[config.mk]
export PLATFORM = sky130hd
export DESIGN_NAME = mvna_sqrt
export DESIGN_NICKNAME = d
export VERILOG_FILES = /design/src/rtl/mvna_pkg.sv /design/src/rtl/mvna_sqrt.sv
export SDC_FILE = /design/constraint.sdc
export NUM_CORES = 1
export LEC_CHECK = 0
export BUFFER_PORTS_ARGS = -buffer_cell sky130_fd_sc_hd__buf_2
export CAP_MARGIN = 15
export CELL_PAD_IN_SITES_DETAIL_PLACEMENT = 1
export CELL_PAD_IN_SITES_GLOBAL_PLACEMENT = 2
export CORE_ASPECT_RATIO = 1.5
export CORE_MARGIN = 1.5
export CORE_UTILIZATION = 40
export CTS_CLUSTER_DIAMETER = 30
export DETAILED_ROUTE_END_ITERATION = 12
export GPL_TIMING_DRIVEN = 0
export PLACE_DENSITY_LB_ADDON = 0.1
export SETUP_SLACK_MARGIN = 0.2
export SYNTH_ARGS = -nofsm -noshare
export SYNTH_HDL_FRONTEND = slang
export SYNTH_SLANG_ARGS = --single-unit
[constraint.sdc]
create_clock -name clk -period 20.2 [get_ports clk]
set_input_delay 2.02 -clock clk [delete_from_list [all_inputs] [get_ports clk]]
set_output_delay 2.02 -clock clk [all_outputs]
set_load 0.005 [all_outputs]
[src/rtl/mvna_pkg.sv]
// ----------------------------------------------------------------------------
// mvna_pkg
// Types, constants and helpers of the vertex normal accumulator.
// ----------------------------------------------------------------------------
`timescale 1ns / 1ps

package mvna_pkg;

	localparam int MAX_VERTICES = 4096;
	localparam int IDX_W        = 12;
	localparam int FRAC_BITS    = 14;
	localparam int ACC_W        = 48;
	localparam int POS_W        = 16;
	localparam int DIFF_W       = 17;
	localparam int CROSS_W      = 35;
	localparam int MUL_W        = 32;
	localparam int PROD_W       = 64;
	localparam int VCNT_W       = 13;
	localparam int LSQ_W        = 63;
	localparam int NUM_W        = 45;
	localparam int ROOT_W       = 32;
	localparam int SKIP_W       = 16;
	localparam int CFG_IDX_W    = 1;

	localparam logic [LSQ_W-1:0]  SMALL_LSQ_RESET = 63'd72057594038;
	localparam logic [VCNT_W-1:0] VCOUNT_MAX      = 13'(MAX_VERTICES);

	localparam logic [1:0] KIND_LOAD = 2'd0;
	localparam logic [1:0] KIND_TRI  = 2'd1;
	localparam logic [1:0] KIND_READ = 2'd2;

	localparam logic [CFG_IDX_W-1:0] CFG_VERTEX_COUNT = 1'b0;
	localparam logic [CFG_IDX_W-1:0] CFG_SMALL_LSQ    = 1'b1;

	typedef struct packed {
		logic [1:0]              kind;
		logic [IDX_W-1:0]        vertex_slot;
		logic signed [POS_W-1:0] pos_x;
		logic signed [POS_W-1:0] pos_y;
		logic signed [POS_W-1:0] pos_z;
		logic [IDX_W-1:0]        corner_a;
		logic [IDX_W-1:0]        corner_b;
		logic [IDX_W-1:0]        corner_c;
	} in_t;

	typedef struct packed {
		logic signed [POS_W-1:0] normal_x;
		logic signed [POS_W-1:0] normal_y;
		logic signed [POS_W-1:0] normal_z;
		logic                    used_fallback;
		logic [SKIP_W-1:0]       skipped_triangles;
	} out_t;

	typedef struct packed {
		logic                   pos_we;
		logic                   acc_we;
		logic [IDX_W-1:0]       addr;
		logic [3*POS_W-1:0]     pos_wdata;
		logic [3*ACC_W-1:0]     acc_wdata;
	} store_req_t;

	typedef enum logic [4:0] {
		ST_IDLE,
		ST_TRI_RD,
		ST_TRI_CAP,
		ST_TRI_MUL,
		ST_ACC_RD,
		ST_ACC_WR,
		ST_RD_ISSUE,
		ST_RD_CAP,
		ST_LSQ,
		ST_PICK,
		ST_SHIFT,
		ST_SQ,
		ST_SQRT_GO,
		ST_SQRT,
		ST_DIV_GO,
		ST_DIV,
		ST_EMIT
	} state_t;

	function automatic logic [ACC_W-1:0] mag48(input logic signed [ACC_W-1:0] v);
		mag48 = v[ACC_W-1] ? (~v + 1'b1) : v;
	endfunction

	function automatic logic signed [ACC_W-1:0] sat_add(
		input logic signed [ACC_W-1:0]   a,
		input logic signed [CROSS_W-1:0] d
	);
		logic signed [ACC_W:0] s;
		s = {a[ACC_W-1], a} + {{(ACC_W+1-CROSS_W){d[CROSS_W-1]}}, d};
		if (s[ACC_W] != s[ACC_W-1]) begin
			sat_add = s[ACC_W] ? {1'b1, {(ACC_W-1){1'b0}}} : {1'b0, {(ACC_W-1){1'b1}}};
		end else begin
			sat_add = s[ACC_W-1:0];
		end
	endfunction

endpackage

[src/rtl/mvna_sqrt.sv]
// ----------------------------------------------------------------------------
// mvna_sqrt
// Bit-serial integer square root, one result bit per cycle.
// ----------------------------------------------------------------------------
`timescale 1ns / 1ps

module mvna_sqrt (
	input  logic                              clk,
	input  logic                              arst_n,
	input  logic                              start,
	input  logic [mvna_pkg::PROD_W-1:0]       radicand,
	output logic                              done,
	output logic [mvna_pkg::ROOT_W-1:0]       root
);

	logic                          busy_q;
	logic                          done_q;
	logic [mvna_pkg::PROD_W-1:0]   rem_q;
	logic [mvna_pkg::PROD_W-1:0]   res_q;
	logic [mvna_pkg::PROD_W-1:0]   bit_q;
	logic [mvna_pkg::PROD_W-1:0]   trial;
	logic                          fits;

	assign trial = res_q + bit_q;
	assign fits  = rem_q >= trial;

	always_ff @(posedge clk or negedge arst_n) begin
		if (!arst_n) begin
			busy_q <= 1'b0;
			done_q <= 1'b0;
		end else begin
			done_q <= 1'b0;
			if (start) begin
				busy_q <= 1'b1;
			end else if (busy_q && bit_q[0]) begin
				busy_q <= 1'b0;
				done_q <= 1'b1;
			end
		end
	end

	always_ff @(posedge clk) begin
		if (start) begin
			rem_q <= radicand;
			res_q <= '0;
			bit_q <= {2'b01, {(mvna_pkg::PROD_W-2){1'b0}}};
		end else if (busy_q) begin
			if (fits) begin
				rem_q <= rem_q - trial;
				res_q <= (res_q >> 1) + bit_q;
			end else begin
				res_q <= res_q >> 1;
			end
			bit_q <= bit_q >> 2;
		end
	end

	assign done = done_q;
	assign root = res_q[mvna_pkg::ROOT_W-1:0];

endmodule

==> impl_metrics.xml <==
<?xml version="1.0" encoding="UTF-8"?>
<metrics>
  <group name="hold_path">
    <metric name="hold_path_class" unit="">flip-flop to flip-flop</metric>
  </group>
  <group name="placement">
    <metric name="placed_cells_incl_taps" unit="">2491</metric>
    <metric name="post_dp_cell_area" unit="sq mm">0.0162</metric>
    <metric name="global_placement_routability_congestion" unit="">0.893</metric>
    <metric name="dpl.hpwl" unit="um">45700</metric>
    <metric name="placement.setup.worst_slack" unit="ns">12.63</metric>
    <metric name="port_buffers" unit="">98</metric>
  </group>
  <group name="pwr">
    <metric name="leakage" unit="nW">6.92</metric>
    <metric name="power" unit="mW">2.42</metric>
    <metric name="vdd.ir_drop.worst" unit="uV">69.4</metric>
    <metric name="cellPowerDensity" unit="mW/mm^2">143</metric>
  </group>
  <group name="yosys">
    <metric name="synthTopCellsByCount" unit="">nand2_1, nor2_1, o21ai_0, ha_1, a21oi_1</metric>
    <metric name="postSynth.topFlopCell" unit="">dfxtp_1</metric>
    <metric name="mappedNetlistNets" unit="">2101</metric>
    <metric name="mappedNetlistArea" unit="sq mm">0.0151</metric>
    <metric name="yosys_register_bits" unit="">162</metric>
    <metric name="synthMostInstantiatedCell" unit="">nand2_1</metric>
    <metric name="synthesis.area_per_instance" unit="sq um">7.93</metric>
    <metric name="asyncSetResetFlopFracSynth" unit="%">1.23</metric>
    <metric name="number_of_warnings_issued_by_yosys" unit="">0</metric>
    <metric name="yosysTopAreaCellShare" unit="%">12.7</metric>
    <metric name="synth.area.top_cells" unit="">dfxtp_1, edfxtp_1, ha_1</metric>
    <metric name="synth_cell_type_count" unit="">89</metric>
    <metric name="synth_cells" unit="">1903</metric>
    <metric name="synth_sequential_area_ratio" unit="%">25.8</metric>
    <metric name="number_of_flops_mapped_to_enable_cells_by_yosys" unit="">64</metric>
    <metric name="yosys.area.top_type" unit="">dfxtp_1</metric>
  </group>
  <group name="setup_path">
    <metric name="worstSetupStartpointType" unit="">flip-flop</metric>
    <metric name="worstPathRequired" unit="ns">20.35</metric>
    <metric name="crit_path_category" unit="">flip-flop to flip-flop</metric>
    <metric name="crit_path_end_kind" unit="">flip-flop</metric>
    <metric name="worstPathMaxFanout" unit="">35</metric>
    <metric name="crit_arrival" unit="ns">7.75</metric>
  </group>
  <group name="finish">
    <metric name="post_layout_nonfiller_instances" unit="">2523</metric>
    <metric name="n_antenna_cell" unit="">0</metric>
    <metric name="design_area" unit="sq mm">0.0169</metric>
    <metric name="nets" unit="">2219</metric>
    <metric name="syn_to_final_growth" unit="%">11.7</metric>
    <metric name="final.fill_count" unit="">4634</metric>
    <metric name="utilization" unit="%">45.0</metric>
    <metric name="ratio_of_cells_with_drive_above_1_in_the_final_layout" unit="%">11.4</metric>
  </group>
  <group name="clocking">
    <metric name="clock_sinks" unit="">162</metric>
    <metric name="clock_tree.root_cell" unit="">clkbuf_16</metric>
    <metric name="cts.path.max_buffers" unit="">2</metric>
    <metric name="post_cts.resized_instances" unit="">0</metric>
    <metric name="cts-hold-fix-buffers" unit="">0</metric>
    <metric name="tritoncts" unit="">yes</metric>
    <metric name="clkLatencyLatePin" unit="ns">0.47</metric>
    <metric name="cts-buffers-inserted" unit="">17</metric>
    <metric name="cts_max_level" unit="">4</metric>
    <metric name="post_cts.repair.setup_buffers" unit="">0</metric>
    <metric name="clk_transition_reported_paths" unit="ns">0.07</metric>
  </group>
  <group name="detailed_routing">
    <metric name="routed_wire_length" unit="um">57400</metric>
    <metric name="post-route-drc-count" unit="">0</metric>
    <metric name="detail-route-antenna-nets" unit="">0</metric>
    <metric name="drt-vias-per-instance" unit="">5.93</metric>
    <metric name="routedWlPerCell" unit="um">22.8</metric>
    <metric name="drt-initial-drc-count" unit="">695</metric>
    <metric name="vias" unit="">15000</metric>
    <metric name="drt-pass1-iter-count" unit="">5</metric>
  </group>
  <group name="sta">
    <metric name="timing_max_transition_violations_final" unit="">0</metric>
    <metric name="finalSetupTns" unit="ns">0</metric>
    <metric name="layout_setup_ws" unit="ns">12.60</metric>
    <metric name="period_minus_slack" unit="ns">7.60</metric>
    <metric name="final_hold_viol_count" unit="">0</metric>
    <metric name="setup_repair_after_global_routing_missed_its_margin" unit="">false</metric>
    <metric name="finalSetupViolCount" unit="">0</metric>
    <metric name="worst_hold_slack" unit="ns">0.543</metric>
    <metric name="transition_at_the_pin_with_the_smallest_max_transition_slack" unit="ns">1.20</metric>
    <metric name="slew-limit-headroom" unit="%">19.8</metric>
    <metric name="fin_worst_skew" unit="ns">0.0132</metric>
    <metric name="share_of_the_clock_period_used_by_the_worst_path_after_layout" unit="%">37.6</metric>
    <metric name="clock.fmax" unit="GHz">0.132</metric>
  </group>
  <group name="grt">
    <metric name="antenna_found_initial" unit="">0</metric>
    <metric name="pin_count_of_the_biggest_net_entering_global_routing" unit="">36</metric>
    <metric name="first_global_vias" unit="">15800</metric>
    <metric name="overall_overflow_remaining_after_global_route" unit="">0</metric>
    <metric name="grt_pass1_wl" unit="um">89300</metric>
    <metric name="globalRouteTotalUtil" unit="%">30.0</metric>
  </group>
  <group name="floorplan">
    <metric name="floorplan.rows" unit="">87</metric>
    <metric name="fp.dieArea" unit="sq mm">0.0389</metric>
    <metric name="placeableCoreArea" unit="sq mm">0.0374</metric>
    <metric name="initial_utilization" unit="%">40.3</metric>
    <metric name="die-height" unit="um">241</metric>
    <metric name="die_width" unit="um">162</metric>
    <metric name="io_pins" unit="">100</metric>
  </group>
  <group name="job">
    <metric name="timing.max_cap.violations" unit="">0</metric>
  </group>
  <group name="run_status">
    <metric name="run_status" unit="">finished clean</metric>
  </group>
</metrics>
routing by layer:
| metal | vias up | part of all wire [%] | track usage [%] |
|---|---|---|---|
| met5 | - | 0 | 0 |
| met4 | 0 | 5.4 | 16.6 |
| met3 | 130 | 2.5 | 2.77 |
| met2 | 283 | 53 | 57.3 |
| met1 | 7340 | 39 | 32.1 |
| li1 | 7205 | - | - |
cells by family (layout without fill, tap and decap cells):
logic type / Yosys count / after routing / share of synthesized area [%]
simple gates: 628 / 628 / 19.0
buf+inv: 165 / 296 / 5.21
xor+xnor: 152 / 152 / 8.82
fa+ha+maj: 131 / 131 / 10.9
flops: 162 / 162 / 25.8
mux: 42 / 42 / 2.82
compound gates: 623 / 623 / 27.4
area by class of cell:
| cell class | instances | area (sq um) | share of cell area (%) |
|---|---|---|---|
| multi-input combinational | 1576 | 10400 | 61.8 |
| sequential | 162 | 3890 | 23.1 |
| buffer | 132 | 663 | 3.93 |
| tap | 489 | 612 | 3.63 |
| timing repair buffer | 99 | 510 | 3.03 |
| clock buffer | 22 | 485 | 2.88 |
| clock inverter | 10 | 146 | 0.868 |
| inverter | 33 | 124 | 0.735 |
worst max-delay path, cell delays in order (launching register included):
cell and delay, ns:
dfxtp_1 0.52, ha_1 0.33, a31oi_1 0.47, o221ai_1 0.33
o21ai_0 0.41, o41ai_2 0.20, o311ai_0 0.84, a31oi_1 0.22
o21ai_1 0.31, a21oi_1 0.11, o21ai_1 0.16, xor2_1 0.30
ha_1 0.30, and4_1 0.31, nand2_1 0.07, nor3_1 0.20
nand4_1 0.21, o31ai_1 0.27, a221oi_1 0.12, o41ai_1 0.12
buf_2 0.41, nand2_1 0.22, nand2b_4 0.48, buf_12 0.30
cells in the final DEF, fill, tap and decap left out, types with 10 or more instances in the layout:
cell	count
a211oi_1	27
a311oi_1	22
o21ai_0	154
mux2i_1	38
dfxtp_1	96
nand3_1	23
xor2_1	84
a21o_1	56
a31oi_1	56
clkbuf_1	80
xnor2_1	68
edfxtp_1	64
buf_4	36
nor2b_1	32
nor4_1	12
a31o_2	10
inv_1	32
and3_1	17
nand2b_1	10
nor2_1	203
ha_1	130
and2_1	11
nand2_1	217
a21boi_0	11
nor3_1	22
clkbuf_16	18
o21bai_1	42
nand4_1	37
a21oi_1	122
o31ai_1	11
or3_1	20
buf_2	112
report_power, final:
| group | total [mW] | internal, mW | switching [mW] |
|---|---|---|---|
| Combinational | 1.51 | 0.552 | 0.962 |
| Clock | 0.368 | 0.210 | 0.158 |
| Sequential | 0.537 | 0.470 | 0.0669 |
sequential cells by signal, indices dropped and copies added, names as in the netlist:
register  count
busy_q        1
rem_q        64
done          1
res_q        64
bit_q        32
path summary, 6_finish.rpt:
| check | start | to | slack, ns | cells past startpoint |
|---|---|---|---|---|
| min reg2reg | bit_q[0]$_SDFFE_PP0P_ | done$_DFF_PN0_ | 0.54 | 2 |
| max | res_q[8]$_SDFFE_PP0P_ | rem_q[31]$_DFFE_PP_ | 12.60 | 23 |
| max reg2reg | res_q[8]$_SDFFE_PP0P_ | rem_q[31]$_DFFE_PP_ | 12.60 | 23 |
| max in group asynchronous | arst_n | busy_q$_DFFE_PN0P_ | 18.78 | 1 |
| min | bit_q[0]$_SDFFE_PP0P_ | done$_DFF_PN0_ | 0.54 | 2 |
| min in group asynchronous | arst_n | done$_DFF_PN0_ | 1.32 | 1 |
(Power assumes the default switching activity.)
