### config.mk
export PLATFORM = sky130hd
export DESIGN_NAME = mvna_div
export DESIGN_NICKNAME = d
export VERILOG_FILES = /design/src/rtl/mvna_pkg.sv /design/src/rtl/mvna_div.sv
export SDC_FILE = /design/constraint.sdc
export NUM_CORES = 1
export LEC_CHECK = 0
export ABC_CLOCK_PERIOD_IN_PS = 8320
export BUFFER_PORTS_ARGS = -buffer_cell sky130_fd_sc_hd__buf_4
export CAP_MARGIN = 15
export CORE_MARGIN = 3
export CORE_UTILIZATION = 55
export DETAILED_ROUTE_END_ITERATION = 6
export PLACE_DENSITY = 0.82
export SLEW_MARGIN = 20
export SYNTH_ARGS = -nofsm -noshare
export SYNTH_HDL_FRONTEND = slang
export SYNTH_SLANG_ARGS = --single-unit
### constraint.sdc
create_clock -name clk -period 8.32 [get_ports clk]
set_input_delay 0.416 -clock clk [delete_from_list [all_inputs] [get_ports clk]]
set_output_delay 0.416 -clock clk [all_outputs]
set_load 0.01 [all_outputs]
### src/rtl/mvna_pkg.sv
// ----------------------------------------------------------------------------
// mvna_pkg
// Types, constants and helpers of the vertex normal accumulator.
// ----------------------------------------------------------------------------
`timescale 1ns / 1ps

package mvna_pkg;

	localparam int MAX_VERTICES = 4096;
	localparam int IDX_W        = 12;
	localparam int FRAC_BITS    = 14;
	localparam int ACC_W        = 48;
	localparam int POS_W        = 16;
	localparam int DIFF_W       = 17;
	localparam int CROSS_W      = 35;
	localparam int MUL_W        = 32;
	localparam int PROD_W       = 64;
	localparam int VCNT_W       = 13;
	localparam int LSQ_W        = 63;
	localparam int NUM_W        = 45;
	localparam int ROOT_W       = 32;
	localparam int SKIP_W       = 16;
	localparam int CFG_IDX_W    = 1;

	localparam logic [LSQ_W-1:0]  SMALL_LSQ_RESET = 63'd72057594038;
	localparam logic [VCNT_W-1:0] VCOUNT_MAX      = 13'(MAX_VERTICES);

	localparam logic [1:0] KIND_LOAD = 2'd0;
	localparam logic [1:0] KIND_TRI  = 2'd1;
	localparam logic [1:0] KIND_READ = 2'd2;

	localparam logic [CFG_IDX_W-1:0] CFG_VERTEX_COUNT = 1'b0;
	localparam logic [CFG_IDX_W-1:0] CFG_SMALL_LSQ    = 1'b1;

	typedef struct packed {
		logic [1:0]              kind;
		logic [IDX_W-1:0]        vertex_slot;
		logic signed [POS_W-1:0] pos_x;
		logic signed [POS_W-1:0] pos_y;
		logic signed [POS_W-1:0] pos_z;
		logic [IDX_W-1:0]        corner_a;
		logic [IDX_W-1:0]        corner_b;
		logic [IDX_W-1:0]        corner_c;
	} in_t;

	typedef struct packed {
		logic signed [POS_W-1:0] normal_x;
		logic signed [POS_W-1:0] normal_y;
		logic signed [POS_W-1:0] normal_z;
		logic                    used_fallback;
		logic [SKIP_W-1:0]       skipped_triangles;
	} out_t;

	typedef struct packed {
		logic                   pos_we;
		logic                   acc_we;
		logic [IDX_W-1:0]       addr;
		logic [3*POS_W-1:0]     pos_wdata;
		logic [3*ACC_W-1:0]     acc_wdata;
	} store_req_t;

	typedef enum logic [4:0] {
		ST_IDLE,
		ST_TRI_RD,
		ST_TRI_CAP,
		ST_TRI_MUL,
		ST_ACC_RD,
		ST_ACC_WR,
		ST_RD_ISSUE,
		ST_RD_CAP,
		ST_LSQ,
		ST_PICK,
		ST_SHIFT,
		ST_SQ,
		ST_SQRT_GO,
		ST_SQRT,
		ST_DIV_GO,
		ST_DIV,
		ST_EMIT
	} state_t;

	function automatic logic [ACC_W-1:0] mag48(input logic signed [ACC_W-1:0] v);
		mag48 = v[ACC_W-1] ? (~v + 1'b1) : v;
	endfunction

	function automatic logic signed [ACC_W-1:0] sat_add(
		input logic signed [ACC_W-1:0]   a,
		input logic signed [CROSS_W-1:0] d
	);
		logic signed [ACC_W:0] s;
		s = {a[ACC_W-1], a} + {{(ACC_W+1-CROSS_W){d[CROSS_W-1]}}, d};
		if (s[ACC_W] != s[ACC_W-1]) begin
			sat_add = s[ACC_W] ? {1'b1, {(ACC_W-1){1'b0}}} : {1'b0, {(ACC_W-1){1'b1}}};
		end else begin
			sat_add = s[ACC_W-1:0];
		end
	endfunction

endpackage

### src/rtl/mvna_div.sv
// ----------------------------------------------------------------------------
// mvna_div
// Restoring unsigned divider, one quotient bit per cycle.
// ----------------------------------------------------------------------------
`timescale 1ns / 1ps

module mvna_div (
	input  logic                             clk,
	input  logic                             arst_n,
	input  logic                             start,
	input  logic [mvna_pkg::NUM_W-1:0]       numer,
	input  logic [mvna_pkg::ROOT_W-1:0]      denom,
	output logic                             done,
	output logic [mvna_pkg::NUM_W-1:0]       quot
);

	localparam int CNT_W = $clog2(mvna_pkg::NUM_W);

	logic                          busy_q;
	logic                          done_q;
	logic [CNT_W-1:0]              cnt_q;
	logic [mvna_pkg::NUM_W-1:0]    num_q;
	logic [mvna_pkg::NUM_W-1:0]    quo_q;
	logic [mvna_pkg::ROOT_W-1:0]   rem_q;
	logic [mvna_pkg::ROOT_W-1:0]   den_q;
	logic [mvna_pkg::ROOT_W:0]     part;
	logic                          fits;

	assign part = {rem_q, num_q[mvna_pkg::NUM_W-1]};
	assign fits = part >= {1'b0, den_q};

	always_ff @(posedge clk or negedge arst_n) begin
		if (!arst_n) begin
			busy_q <= 1'b0;
			done_q <= 1'b0;
			cnt_q  <= '0;
		end else begin
			done_q <= 1'b0;
			if (start) begin
				busy_q <= 1'b1;
				cnt_q  <= '0;
			end else if (busy_q) begin
				cnt_q <= cnt_q + 1'b1;
				if (cnt_q == CNT_W'(mvna_pkg::NUM_W - 1)) begin
					busy_q <= 1'b0;
					done_q <= 1'b1;
				end
			end
		end
	end

	always_ff @(posedge clk) begin
		if (start) begin
			num_q <= numer;
			den_q <= denom;
			rem_q <= '0;
			quo_q <= '0;
		end else if (busy_q) begin
			rem_q <= fits ? mvna_pkg::ROOT_W'(part - {1'b0, den_q})
				: part[mvna_pkg::ROOT_W-1:0];
			quo_q <= {quo_q[mvna_pkg::NUM_W-2:0], fits};
			num_q <= num_q << 1;
		end
	end

	assign done = done_q;
	assign quot = quo_q;

endmodule

==> key figures, run 1 <==
Outcome
  – Run status: finished, final reports clean

Clock network
  – CTS tree: built
  – Hold_buf cts: 1
  – Worst-Skew Late Latency: 430 ps
  – Clock transition at the registers of the reported paths: ~70 ps
  – Total CTS buffers: 17
  – Clock Path Buffers: 2
  – Post-CTS Setup Inserts: 0
  – Clock Sinks: 162
  – Post-cts resize count: 0
  – Htree depth: 4
  – CTS Root Cell: clkbuf_16

Run
  – Max Cap Viol: 0

Floorplan
  – Die area: 16,300 µm²
  – Core Area: between 10,000 and 15,000 µm²
  – DIE WIDTH: between 100 and 150 µm
  – Die H: 128 µm
  – IO Pins: between 100 and 150
  – Initial Utilization: 57.5%
  – Cell Rows: 43

Finish
  – Design area: 9790 µm²
  – Fillcell total: 1,084
  – Nets: 981
  – Share of cells above drive strength 1: 24.6%
  – # diodes: 0
  – Area Overhead vs Synth: 20.4%

Synthesis
  – Synth area leader: edfxtp_1
  – Post-synthesis sequential area ratio: 49.9%
  – Synth top area cells: edfxtp_1, dfxtp_1, mux2i_1
  – Distinct cells, synth: 61
  – Syn avg cell area: ~11 µm²
  – Synth Instances: about 760
  – Async S/R FF share, synth: 4.94%
  – Yosys reg bits: 162
  – Post-Syn Area: 8130 µm²
  – Number of synthesized flops with an enable pin: 77
  – Syn nets: 870
  – Synth warn: 0
  – Synth top area share: 28.4%
  – Top_reg_cell synth: edfxtp_1

Place
  – HPWL after detailed placement: 11,300 µm
  – Post-DP Area: 9170 µm²
  – Gpl congestion: 0.850
  – IO Port Bufs: 125

Routing
  – WL final: 16,500 µm
  – Routed WL per cell: 15.6 µm
  – First-pass DRT Iterations: 5
  – Detail Route Antenna Nets: 0
  – Post-route DRC: 0
  – Vias post-DR: 5,829
  – Number of DRC markers in iteration 0: 395
  – Drt via density: 5.50

Pwr
  – Max VDD drop: 216 µV
  – PwrDens: ~270 nW/µm²
  – P_leak: about 4.5 nW

STA
  – Final period util: between 40 and 50%
  – Final Hold Fails: 0
  – Relative slew margins: between 30% and 40%
  – Slew Limit Fails: 0
  – FMAX: 0.298 GHz
  – Final setup vio count: 0
  – Sum Neg Setup Slack: 0 ps
  – Worst Skew: 13.2 ps
  – RSZ-0062 raised after global routing: no
  – Worst-margin pin slew: roughly 1000 ps
  – Fin crit period: 3360 ps

Critical path
  – Worst Setup End Kind: flop
  – Worst endpoint required time: 8580 ps
  – R2R Setup Slk: 4960 ps
  – Worst R2R End: rem_q[20]
  – FF-to-FF Start: den_q[1]
  – CP Launch Type: flop
  – Worst Setup Path Type: flop to flop
  – Reg2Reg Depth: 12
  – Crit Path Max Fanout: 16
  – Crit path DAT: 3610 ps

Global routing
  – Met2 usage: 31.2%
  – First-pass GRT wire length: 27,300 µm
  – Vias in the first global route: between 5,000 and 6,000
  – Grt total ovfl: 0
  – Largest net degree at the start of global routing: 88
  – Met1 usage: about 28%
  – Gr usage total: 20.8%
  – GR Layer Usage met3: 8.70%
  – Initial antenna violation count: 0
  – Gr busiest metal: met2

Worst hold path
  – Min-Delay Path Class: primary input to flop
  – Hold Startpoint: denom[7]
  – Hold path depth: 1
  – WHS Endpoint: den_q[7]
==> cell families after synthesis <==
kind of cell | after synthesis | synth area share (%)
adder cells (fa/ha/maj) | 35 | 5.48
AO/OA/AOI/OAI | 152 | 13.0
AND/OR/NAND/NOR | 181 | 10.0
flip-flops | 162 | 49.9
multiplexers | 111 | 14.3
buffers and inverters | 85 | 4.19
XOR/XNOR | 29 | 3.12
==> flip-flops by register name (all words and copies together) (netlist names) <==
name and flops:
busy_q 1, cnt_q 6, den_q 32, done 1
num_q 45, quot 45, rem_q 32
==> stage by stage <==
step	utilization [%]	cells	setup slack, ps	power, mW	hold slack (ps)
finish	69.2	1059	4960	2.65	164
floorplan	-	755	5360	1.68	120
CTS	69.2	1059	4960	2.66	146
global route	69.2	1059	4680	2.80	138
detailed placement	64.8	1026	4960	1.85	240
global placement	64.8	1026	5100	1.83	239
==> cells in the final DEF (no fill, tap or decap), drive strengths merged, types with 17 or more instances in the layout <==
master    n
a211oi   26
a21oi    38
buf     129
clkbuf   17
dfxtp    77
edfxtp   77
ha       34
inv      54
mux2     44
mux2i    67
nand2    32
nor2     97
o21ai    22
xnor2    19
==> critical path: stages (launching register included) <==
cell and delay [ps]:
edfxtp_1 380, inv_1 50, ha_1 280, nor2b_1 170, o31a_2 190, o211ai_1 120, a21oi_2 250, a31oi_1 160
a21oi_2 250, or2_1 590, buf_4 410, mux2i_1 220, a211oi_1 90
==> metal layers <==
layer | vias up | wire (µm)
li1 | 2927 | -
met1 | 2759 | 7600
met2 | 127 | 7350
met3 | 16 | 1260
met4 | 0 | 267
met5 | - | 0
==> power by group <==
part / switching [mW] / internal (mW)
registers: 0.0638 / 0.941
logic: 0.453 / 0.386
clock network: 0.359 / 0.443
==> area by class of cell <==
cell class / instances / area, µm² / share of cell area, %
multi-input combinational: 508 / 3740 / 38.2
clock inverter: 15 / 184 / 1.88
sequential: 162 / 4060 / 41.5
tap: 180 / 225 / 2.30
inverter: 47 / 176 / 1.80
timing repair buffer: 130 / 982 / 10.0
clock buffer: 17 / 425 / 4.35
==> worst max-delay path by stage <==
stage	to	depth (start not counted)	startpoint	slack, ps
after floorplan	rem_q[28]	12	num_q[44]	5360
after global placement	rem_q[28]	12	num_q[44]	5100
after detailed placement	rem_q[13]	12	den_q[1]	4960
after CTS	rem_q[13]	12	den_q[1]	4960
after global routing	rem_q[12]	12	den_q[1]	4680
final	rem_q[20]	12	den_q[1]	4960
==> cells in the mapped netlist, drive strengths merged (4+ instances only) <==
master,instances
a21o,16
o21ai,22
inv,47
edfxtp,77
nand4,7
nor2,97
and2,5
a211o,4
clkbuf,26
a21oi,38
mux2i,67
ha,34
a21boi,4
mux2,44
nand3,6
a311oi,5
xor2,10
o22ai,4
o21bai,4
dfxtp,77
nand2b,6
nand2,32
dfrtp,8
nor3,5
buf,12
xnor2,19
a211oi,26
o21a,9
nor3b,5
No activity file was read; power rests on OpenSTA's default activity.
==> run 2: changes to the inputs <==
ABC_CLOCK_PERIOD_IN_PS = 3000   (was 8320)
CORE_UTILIZATION = 52   (was 55)
PLACE_DENSITY = 0.81   (was 0.82)
clock period = 3 ns   (was 8.32 ns; I/O delays follow)
==> key figures, run 2 (same netlist as run 1, synthesis figures left out) <==
Critical path
  – Worst Setup Path Type: flop to flop
  – Worst Setup End Kind: flop
  – CP Launch Type: flop
  – Crit path DAT: 3260 ps
  – Crit Path Max Fanout: 3
  – Worst endpoint required time: ~3300 ps

STA
  – Hold slack: 12.9 ps
  – Worst-margin pin slew: 618 ps
  – Slew Limit Fails: 0
  – RSZ-0062 raised after global routing: yes
  – Sum Neg Setup Slack: 0 ps
  – Final period util: 98.2%
  – Fin crit period: between 2000 and 3000 ps
  – FMAX: 0.340 GHz
  – Relative slew margins: 58.8%
  – Final setup vio count: 0
  – Worst Skew: 10.7 ps
  – Final Hold Fails: 0

Finish
  – Non-Filler Instances: 1,136
  – Most frequent cells in the layout: buf_4, nor2_1, edfxtp_1, dfxtp_1, mux2i_1
  – # diodes: 0
  – Share of cells above drive strength 1: 26.1%
  – Most common cell after layout, fill and taps aside: buf_4
  – Area Overhead vs Synth: 26.4%
  – Nets: slightly above 1,000

Worst hold path
  – Min-Delay Path Class: primary input to flop

Routing
  – Routed WL per cell: 15.2 µm
  – First-pass DRT Iterations: 5
  – Vias post-DR: just over 6,000
  – WL final: around 17,000 µm
  – Number of DRC markers in iteration 0: 424
  – Post-route DRC: 0
  – Detail Route Antenna Nets: 0
  – Drt via density: ~5.3

Floorplan
  – DIE WIDTH: 131 µm
  – Cell Rows: 45
  – Die H: 131 µm
  – Core Area: about 15,000 µm²
  – Die area: 17,200 µm²
  – Initial Utilization: ~53%
  – IO Pins: 126

Pwr
  – Cell Int Power: 4.94 mW
  – Comb pwr share: 34.4%
  – P_leak: 4.72 nW
  – Clock Power Share: 27.9%
  – Sequential Power Share: 37.6%
  – P_sw: 2.46 mW
  – Max VDD drop: 470 µV
  – PwrDens: a little over 700 nW/µm²
  – Sw Share: 33.3%

Clock network
  – Clock Path Buffers: 2
  – Htree depth: 4
  – Total CTS buffers: 17
  – CTS Root Cell: clkbuf_16
  – CTS tree: built
  – Clock transition at the registers of the reported paths: 70 ps
  – Clock Sinks: 162
  – Worst-Skew Late Latency: roughly 420 ps

Global routing
  – First-pass GRT wire length: 27,800 µm
  – Vias in the first global route: 5,881
  – Grt total ovfl: 0
  – Largest net degree at the start of global routing: 68
  – Initial antenna violation count: 0
  – Gr usage total: 20.2%

Outcome
  – Run status: finished, final reports clean

Place
  – HPWL after detailed placement: 11,600 µm
  – IO Port Bufs: 125
  – Gpl congestion: 0.908
  – Placed cells: 1,067

Run
  – Max Cap Viol: 0
[run 2: cell type report]
type | instances | area [µm²]
Tap cell | 211 | 264
Clock inverter | 13 | 114
Inverter | 47 | 176
Timing Repair Buffer | 176 | 1440
Sequential cell | 162 | 4060
Fill cell | 1173 | 4980
Clock buffer | 19 | 443
Multi-Input combinational cell | 508 | 3790
[run 2: final timing paths]
check                      startpoint   endpoint  slack, ps  depth (start not counted)
max                         num_q[44]  rem_q[28]         60                         12
min                          numer[0]   num_q[0]         10                          2
max reg2reg                 num_q[44]  rem_q[28]         60                         12
min reg2reg                 rem_q[15]  rem_q[15]        500                          2
max in group asynchronous      arst_n     busy_q       2760                          2
min in group asynchronous      arst_n   cnt_q[3]         90                          2
[run 2: critical path: stages, from the launching register on]
cell and delay [ps]:
edfxtp_1 350, inv_1 50, ha_2 190, fa_2 330, and2b_1 230, o211ai_2 90
a31o_1 200, a211o_1 330, o31a_4 310, a211oi_2 240, mux2i_1 210, a21boi_1 80
a211o_1 220
[run 2: metal layers]
layer  track usage (%)  wire, µm  vias up
li1                  -         -     3021
met1              26.1      7760     2825
met2              31.8      7860      170
met3              7.50      1220       31
met4              6.29       388        0
met5                 0         0        -
[run 2: repair_timing]
action                     in CTS  in global routing
hold endpoints to repair       40                  0
pin swaps                       2                 12
hold buffers                   33                  0
setup endpoints to repair       3                 28
resized for setup               2                 11
buffers inserted                1                  3
[run 2: per-stage QoR]
stage	area [µm²]	power, mW	worst slack [ps]	utilization [%]
floorplan	8130	4.67	37.1	-
global placement	9310	5.19	-32.0	61.0
detailed placement	9310	5.23	-101	61.0
CTS	10200	7.36	34.9	66.9
global route	10300	7.84	-109	67.4
finish	10300	7.40	55.4	67.4
[run 2: power by group through the flow]
stage          clock [mW]  sequential, mW  combinational (mW)
6_report             2.07            2.79                2.55
5_1_grt              2.20            2.83                2.82
4_1_cts              2.11            2.79                2.47
3_5_place_dp            0            2.83                2.40
3_3_place_gp            0            2.82                2.37
2_1_floorplan           0            2.78                1.89
